**config.mk**
```make
export PLATFORM = sky130hd
export DESIGN_NAME = serial_can_frame_deframer
export DESIGN_NICKNAME = d
export VERILOG_FILES = /design/src/rtl/cfd_pkg.sv /design/src/rtl/serial_can_frame_deframer.sv /design/src/rtl/cfd_assembler.sv /design/src/rtl/cfd_out_stage.sv
export SDC_FILE = /design/constraint.sdc
export NUM_CORES = 1
export LEC_CHECK = 0
export BUFFER_PORTS_ARGS = -buffer_cell sky130_fd_sc_hd__buf_2
export CORE_MARGIN = 4
export CORE_UTILIZATION = 45
export DETAILED_ROUTE_END_ITERATION = 6
export GPL_TIMING_DRIVEN = 0
export PLACE_DENSITY_LB_ADDON = 0.05
export SETUP_SLACK_MARGIN = 0.02
export SKIP_CTS_REPAIR_TIMING = 1
export SYNTH_ARGS = -nofsm -noshare
export SYNTH_HDL_FRONTEND = slang
export SYNTH_SLANG_ARGS = --single-unit
```
**constraint.sdc**
```tcl
create_clock -name clk -period 7.4 [get_ports clk]
set_input_delay 1.48 -clock clk [delete_from_list [all_inputs] [get_ports clk]]
set_output_delay 1.48 -clock clk [all_outputs]
set_load 0.02 [all_outputs]
```
**src/rtl/cfd_pkg.sv**
```systemverilog
`default_nettype none
package cfd_pkg;

    localparam logic [7:0] START_MARK     = 8'hAA;
    localparam logic [3:0] LEN_MASK       = 4'hF;
    localparam int         FRAME_OVERHEAD = 5;
    localparam int         OUT_PAYLOAD    = 8;
    // type byte, two identifier bytes and the bytes that reach the output
    localparam int         STORE_DEPTH    = OUT_PAYLOAD + 3;

    typedef struct packed {
        logic [15:0]                  can_id;
        logic [3:0]                   payload_len;
        logic [OUT_PAYLOAD-1:0][7:0]  payload;
    } frame_t;

endpackage
`default_nettype wire

```
**src/rtl/serial_can_frame_deframer.sv**
```systemverilog
`default_nettype none
// channel   signals                                                    direction
// input     in_valid, in_ready, rx_byte                                byte request in
// output    out_valid, out_ready, can_id, payload_len, payload_0..7    frame request out
//
// one byte is taken per cycle while in_ready is high; a frame of length n costs
// n + 5 bytes with the marker; its output is valid in the cycle after its closing byte
// in_ready drops only while a finished frame is held and out_ready is low
// reset clears the byte position, so the block waits for a start marker
module serial_can_frame_deframer
    import cfd_pkg::*;
#(
    parameter int MAX_PAYLOAD = 8
)
(
    input  wire logic        clk,
    input  wire logic        rst_n,
    input  wire logic        in_valid,
    output logic             in_ready,
    input  wire logic [7:0]  rx_byte,
    output logic             out_valid,
    input  wire logic        out_ready,
    output logic [15:0]      can_id,
    output logic [3:0]       payload_len,
    output logic [7:0]       payload_0,
    output logic [7:0]       payload_1,
    output logic [7:0]       payload_2,
    output logic [7:0]       payload_3,
    output logic [7:0]       payload_4,
    output logic [7:0]       payload_5,
    output logic [7:0]       payload_6,
    output logic [7:0]       payload_7
);

    logic   accept;
    logic   done;
    frame_t frame_asm;
    frame_t frame_held;

    assign accept = in_valid && in_ready;

    cfd_assembler #(
        .MAX_PAYLOAD (MAX_PAYLOAD)
    ) u_assembler (
        .clk     (clk),
        .rst_n   (rst_n),
        .accept  (accept),
        .rx_byte (rx_byte),
        .done    (done),
        .frame   (frame_asm)
    );

    cfd_out_stage u_out_stage (
        .clk       (clk),
        .rst_n     (rst_n),
        .load      (done),
        .frame_in  (frame_asm),
        .can_take  (in_ready),
        .out_valid (out_valid),
        .out_ready (out_ready),
        .frame_out (frame_held)
    );

    assign can_id      = frame_held.can_id;
    assign payload_len = frame_held.payload_len;
    assign payload_0   = frame_held.payload[0];
    assign payload_1   = frame_held.payload[1];
    assign payload_2   = frame_held.payload[2];
    assign payload_3   = frame_held.payload[3];
    assign payload_4   = frame_held.payload[4];
    assign payload_5   = frame_held.payload[5];
    assign payload_6   = frame_held.payload[6];
    assign payload_7   = frame_held.payload[7];

endmodule
`default_nettype wire

```
**src/rtl/cfd_assembler.sv**
```systemverilog
`default_nettype none
module cfd_assembler
    import cfd_pkg::*;
#(
    parameter int MAX_PAYLOAD = 8
)
(
    input  wire logic       clk,
    input  wire logic       rst_n,
    input  wire logic       accept,
    input  wire logic [7:0] rx_byte,
    output logic            done,
    output frame_t          frame
);

    localparam int POS_W = $clog2(MAX_PAYLOAD + FRAME_OVERHEAD + 1);

    logic [POS_W-1:0] pos_reg;
    logic [POS_W-1:0] pos_next;
    logic [POS_W-1:0] pos_inc;
    logic [POS_W-1:0] pos_last;
    logic [7:0]       store_reg [STORE_DEPTH];
    logic [3:0]       nibble;
    logic [3:0]       len;

    // on the type byte itself the length comes straight from the input
    assign nibble   = (pos_reg == POS_W'(1)) ? (rx_byte[3:0] & LEN_MASK)
                                             : (store_reg[0][3:0] & LEN_MASK);
    assign len      = (nibble > 4'(MAX_PAYLOAD)) ? 4'(MAX_PAYLOAD) : nibble;
    assign pos_inc  = pos_reg + POS_W'(1);
    assign pos_last = POS_W'(len) + POS_W'(FRAME_OVERHEAD);
    assign done     = accept && (pos_reg != '0) && (pos_inc == pos_last);

    always_comb
    begin
        pos_next = pos_reg;
        if (accept)
        begin
            if (pos_reg == '0)
            begin
                pos_next = (rx_byte == START_MARK) ? POS_W'(1) : '0;
            end
            else if (done)
            begin
                pos_next = '0;
            end
            else
            begin
                pos_next = pos_inc;
            end
        end
    end

    always_ff @(posedge clk or negedge rst_n)
    begin
        if (!rst_n)
        begin
            pos_reg <= '0;
        end
        else
        begin
            pos_reg <= pos_next;
        end
    end

    // bytes past the last output payload slot are counted but not kept
    always_ff @(posedge clk)
    begin
        for (int i = 0; i < STORE_DEPTH; i++)
        begin
            if (accept && (pos_reg == POS_W'(i + 1)))
            begin
                store_reg[i] <= rx_byte;
            end
        end
    end

    always_comb
    begin
        frame.can_id      = {store_reg[2], store_reg[1]};
        frame.payload_len = len;
        for (int i = 0; i < OUT_PAYLOAD; i++)
        begin
            frame.payload[i] = (4'(i) < len) ? store_reg[3 + i] : 8'h00;
        end
    end

endmodule
`default_nettype wire

```
**src/rtl/cfd_out_stage.sv**
```systemverilog
`default_nettype none
module cfd_out_stage
    import cfd_pkg::*;
(
    input  wire logic   clk,
    input  wire logic   rst_n,
    input  wire logic   load,
    input  wire frame_t frame_in,
    output logic        can_take,
    output logic        out_valid,
    input  wire logic   out_ready,
    output frame_t      frame_out
);

    logic   valid_reg;
    logic   valid_next;
    frame_t frame_reg;

    // a new request may enter while the held result leaves in the same cycle
    assign can_take = !valid_reg || out_ready;

    always_comb
    begin
        if (load)
        begin
            valid_next = 1'b1;
        end
        else if (out_ready)
        begin
            valid_next = 1'b0;
        end
        else
        begin
            valid_next = valid_reg;
        end
    end

    always_ff @(posedge clk or negedge rst_n)
    begin
        if (!rst_n)
        begin
            valid_reg <= 1'b0;
        end
        else
        begin
            valid_reg <= valid_next;
        end
    end

    always_ff @(posedge clk)
    begin
        if (load)
        begin
            frame_reg <= frame_in;
        end
    end

    assign out_valid = valid_reg;
    assign frame_out = frame_reg;

endmodule
`default_nettype wire

```
; ---- Word level (Yosys, flattened, before mapping)
; Memories as Yosys holds them, arrays and structs flattened. A register that Yosys moved wholly into a read port is not among the register bits.
; Index checks and enable logic that the tools add are counted.
[word_totals]
wordCells = 124
mem_count = 1
inputBits = 12
ff_bits = 9
out_inout_bits = 86
mem_bits_rw = 88
[memory_table]
columns = name, words, width, read_ports, rd_clocked_by_memory_dff, wr, line_no
row1 = u_assembler.store_reg, 11, 8, 11, 10, 1, cfd_assembler.sv:22  ; logic [7:0] store_reg [STORE_DEPTH];
[classes]
n_reduce_logical = 37
n_eq_ne = 13
n_addsub = 2
order_cmp = 9
mux = 59
[ops]
columns = operator, count
row1 = 2-to-1 mux 8 bit, 10
row2 = OR reduction 8 bit, 10
row3 = 2-to-1 mux 4 bit, 14
row4 = 2-to-1 mux 1 bit, 35
row5 = equality test 4 x 3 -> 1 bit (second input constant), 4
row6 = equality test 4 bit (second input constant), 4
row7 = less-than comparator 3 x 4 -> 1 bit (first input constant), 4
row8 = logical AND 1 bit, 14
row9 = zero test 1 bit, 9
row10 = equality test 4 x 2 -> 1 bit (second input constant), 2
row11 = equality test 8 bit (second input constant), 1
row12 = less-than comparator 1 x 4 -> 1 bit (first input constant), 2
row13 = less-than comparator 2 x 4 -> 1 bit (first input constant), 2
row14 = adder 4 x 1 -> 4 bit (second input constant), 1
row15 = adder 4 x 3 -> 4 bit (second input constant), 1
row16 = equality test 4 x 1 -> 1 bit (second input constant), 1
row17 = equality test 4 bit, 1
row18 = > comparator 4 bit (second input constant), 1
row19 = zero test 4 bit, 1
row20 = nonzero test 4 bit, 1
row21 = nonzero test 2 bit, 1
row22 = logical OR 1 bit, 1

; ---- Longest topological paths before layout
[logic_depth]
word_depth = 17
ltp_mapped = 15
depth_no_buf = 13

; ---- By module
; A second synthesis with hierarchy kept.
[hier_totals]
cells_unflattened = 333
area_unflattened_um2 = 6222.2
[modules_own_cells]
columns = module, cells_per_inst, instances, area_each_um2
row1 = cfd_assembler, 245, 1, 3646.0
row2 = cfd_out_stage, 87, 1, 2570.0
row3 = serial_can_frame_deframer, 1, 1, 6.3

; ---- Worst setup path after synthesis
; Ideal clock, no wire load.
[synth_timing]
path_type = input port to flip-flop
startpoint = input port rx_byte[3]
endpoint = register, netlist name u_out_stage.frame_out[0]
cell_stages = 11
n_path_buf = 1
arrival_time_ns = 6.866
setup_ns = 0.528
slack_ns = 0.006
path_cell_list = mux2i_1 -> inv_1 -> clkbuf_1 -> nor2_1 -> ha_1 -> xor2_1 -> or3_1 -> a311oi_1 -> o211ai_1 -> a21o_1 -> nor2_1
[synth_rtl]
columns = element, line_no
row1 = from (decl), serial_can_frame_deframer.sv:20  ; input wire logic [7:0] rx_byte,

==> run metrics <==
CP Data Required Time 7.52 ns; worst setup path class in2reg; worst endpoint data arrival time about 5.0 ns; outcome completed; HPWL after DPL between 7000 and 8000 um; register area around 5200 um2; number of global-route vias before repair around 3100; non-filler instance count after layout 644; Combinational Power Share roughly 17%; Row Count 42; Starting Density 46.7%; Core ar. 13500 um2; dpl ws 2.11 ns; Max Fanout on Critical Path 30; area of the multi-input gates 1070 um2; Top delay family on crit path buffers and inverters; first-pass GRT wire length 17900 um; CTS tree yes; WL/cell 17.6 um; fin crit period 4.86 ns; layout net count 476; Switching Fraction about a quarter; Worst-Margin Slew 0.841 ns; Die H 126 um; Syn Nets 357; CP peak stage delay 0.43 ns; Max Freq 0.206 GHz; Root Driver clkbuf_16; sequential fraction of the synthesis area 82.2%; Total GRT Usage 15.2%; hold path cells 0; post-synth top area share 80.2%; wl on met1 4980 um; Max-cap violations 0; Max clock buf depth 2; Slew Limit Fails 0; LEAKAGE approximately 2.7 nW; I/O pin count 98; Clock Skew 0.00715 ns; Cell Area, Synth 6290 um2; total congestion overflow 0; CP startpoint kind input port; CTS sink cnt 173; drt pass-1 iters 4; synth top area cells edfxtp_1 80%, and2_1 4.7%, nor2b_1 2.4%; TritonCTS Buffers 17; CP endpoint kind flop; P_sw 0.641 mW; DR top layer met4; Vias 3093; Post-synth EDFFs 168; Slew HR 43.7%; post-route ant nets 0; Setup WS post-layout 2.54 ns; final setup fails 0; fraction of registers with async set/reset around 2.9%; pin count of the biggest net entering global routing 31; I/O Buffers 97; drc violations 0; Post-Syn Instances roughly 340; layout filler cell count around 1100; layout cells sized above 1 29.1%; total number of H-tree levels 4; final worst path period share about 66%; Chip Width 126 um; Placer Congestion 0.843; die area 15900 um2; commonest non-fill, non-tap cell in the layout edfxtp_1; Internal 1.85 mW; RSZ-0062 raised after global routing no; register share of total power 50.2%; Worst-Skew Late Latency a little over 0.4 ns; crit path cell chain buf_2, mux2i_1, inv_1, clkbuf_1, nor2_1, ha_1, xor2_1, or3_1, a311oi_1, o211ai_1, a21o_1, nor2_4, buf_12, buf_16; PwrDens between 300 and 400 nW/um2; Design Power 2.49 mW; Synth cell types 44; worst vdd ir about 0.17 mV; DR iter-0 viols 213; number of stages on the worst setup path 14; Hold Path Class reg2reg; antenna cells 0; Final Hold Violating Endpoints 0; Final Util 56.5%; yosys warns 0; R2R cell count 16; routed wl met2 5690 um; most frequent cells in the layout 168 x edfxtp_1, 98 x buf_2, 47 x and2_1, 24 x nor2b_1, 17 x clkbuf_16; routed vias/inst slightly below 5; flop and latch count out of synthesis ~170; ys flop type edfxtp_1; Synth Area per Inst approximately 19 um2; Clock power frac 32.8%; initial antenna violation count 0; clock-pin slew on the worst setup and hold paths roughly 0.060 ns; slowest CP cell a311oi_1; WL final 11400 um; Post-Place Cells just over 600; area leader, netlist edfxtp_1; buffers and inverters on the worst path 5; WL met3 510 um; area grow syn2layout 21.0%
[worst register-to-register path, stage by stage (launching register included)]
cell and delay [ns]:
dfrtp_1 0.49, ha_1 0.28, nor3b_4 0.34, buf_4 0.24, mux2i_1 0.22, inv_1 0.10
clkbuf_1 0.20, nor2_1 0.23, ha_1 0.31, xor2_1 0.13, or3_1 0.32, a311oi_1 0.43
o211ai_1 0.18, a21o_1 0.23, nor2_4 0.29, buf_12 0.26, buf_16 0.20
[path summary, 6_finish.rpt]
kind | slack, ns | endpoint | from
setup / recovery | 2.54 | u_out_stage.frame_out[81] | rx_byte[3]
hold / removal | 0.42 | u_out_stage.frame_out[82] | u_assembler.store_reg[2][6]
setup reg to reg | 2.65 | u_out_stage.frame_out[81] | u_assembler.pos_reg[0]
hold reg to reg | 0.42 | u_out_stage.frame_out[82] | u_assembler.store_reg[2][6]
max in group asynchronous | 6.38 | u_assembler.pos_reg[2] | rst_n
min in group asynchronous | 0.87 | u_out_stage.out_valid | rst_n
[Yosys cell counts (3+ instances only)]
cell / count
a21oi_1: 4
and2_1: 47
and3_1: 3
clkbuf_1: 3
dfrtp_1: 5
edfxtp_1: 168
ha_1: 6
inv_1: 9
mux2i_1: 5
nand2_1: 11
nand2b_1: 3
nand3_1: 3
nor2_1: 8
nor2b_1: 24
o21ai_0: 3
xor2_1: 3
[through the flow]
step	cell area (um2)	hold slack (ns)	setup TNS (ns)
finish	7610	0.418	0
global route	7610	0.430	0
CTS	7610	0.418	0
detailed placement	7070	0.405	0
global placement	7000	0.402	-27.52
floorplan	6290	0.400	0
[cell families after synthesis]
| logic type | count (synthesis) | share of synthesized area, % |
|---|---|---|
| xor+xnor | 6 | 1.09 |
| flops | 173 | 82.2 |
| fa+ha+maj | 6 | 1.19 |
| compound gates | 22 | 2.90 |
| buf+inv | 14 | 0.915 |
| simple gates | 113 | 10.9 |
| mux | 5 | 0.796 |
[layout make-up]
cell class                 instances  area share [%]
timing repair buffer             100            7.27
buffer                             5           0.313
inverter                           9           0.444
clock inverter                     7            1.22
sequential                       173            68.0
multi-input combinational        152            14.0
tap                              176            2.90
clock buffer                      22            5.84
[power by group through the flow]
stage          Sequential [mW]  Combinational [mW]  Clock (mW)
2_1_floorplan             1.34               0.205           0
3_3_place_gp              1.28               0.406           0
3_5_place_dp              1.27               0.428           0
4_1_cts                   1.25               0.430       0.836
5_1_grt                   1.26               0.465       0.885
6_report                  1.25               0.423       0.817
[per-layer routing]
metal | GRT usage (%) | vias up
met4 | 5.87 | 0
met5 | 0 | -
met2 | 24.6 | 77
met1 | 19.7 | 1505
met3 | 3.98 | 14
li1 | - | 1497
(Power assumes the default switching activity.)
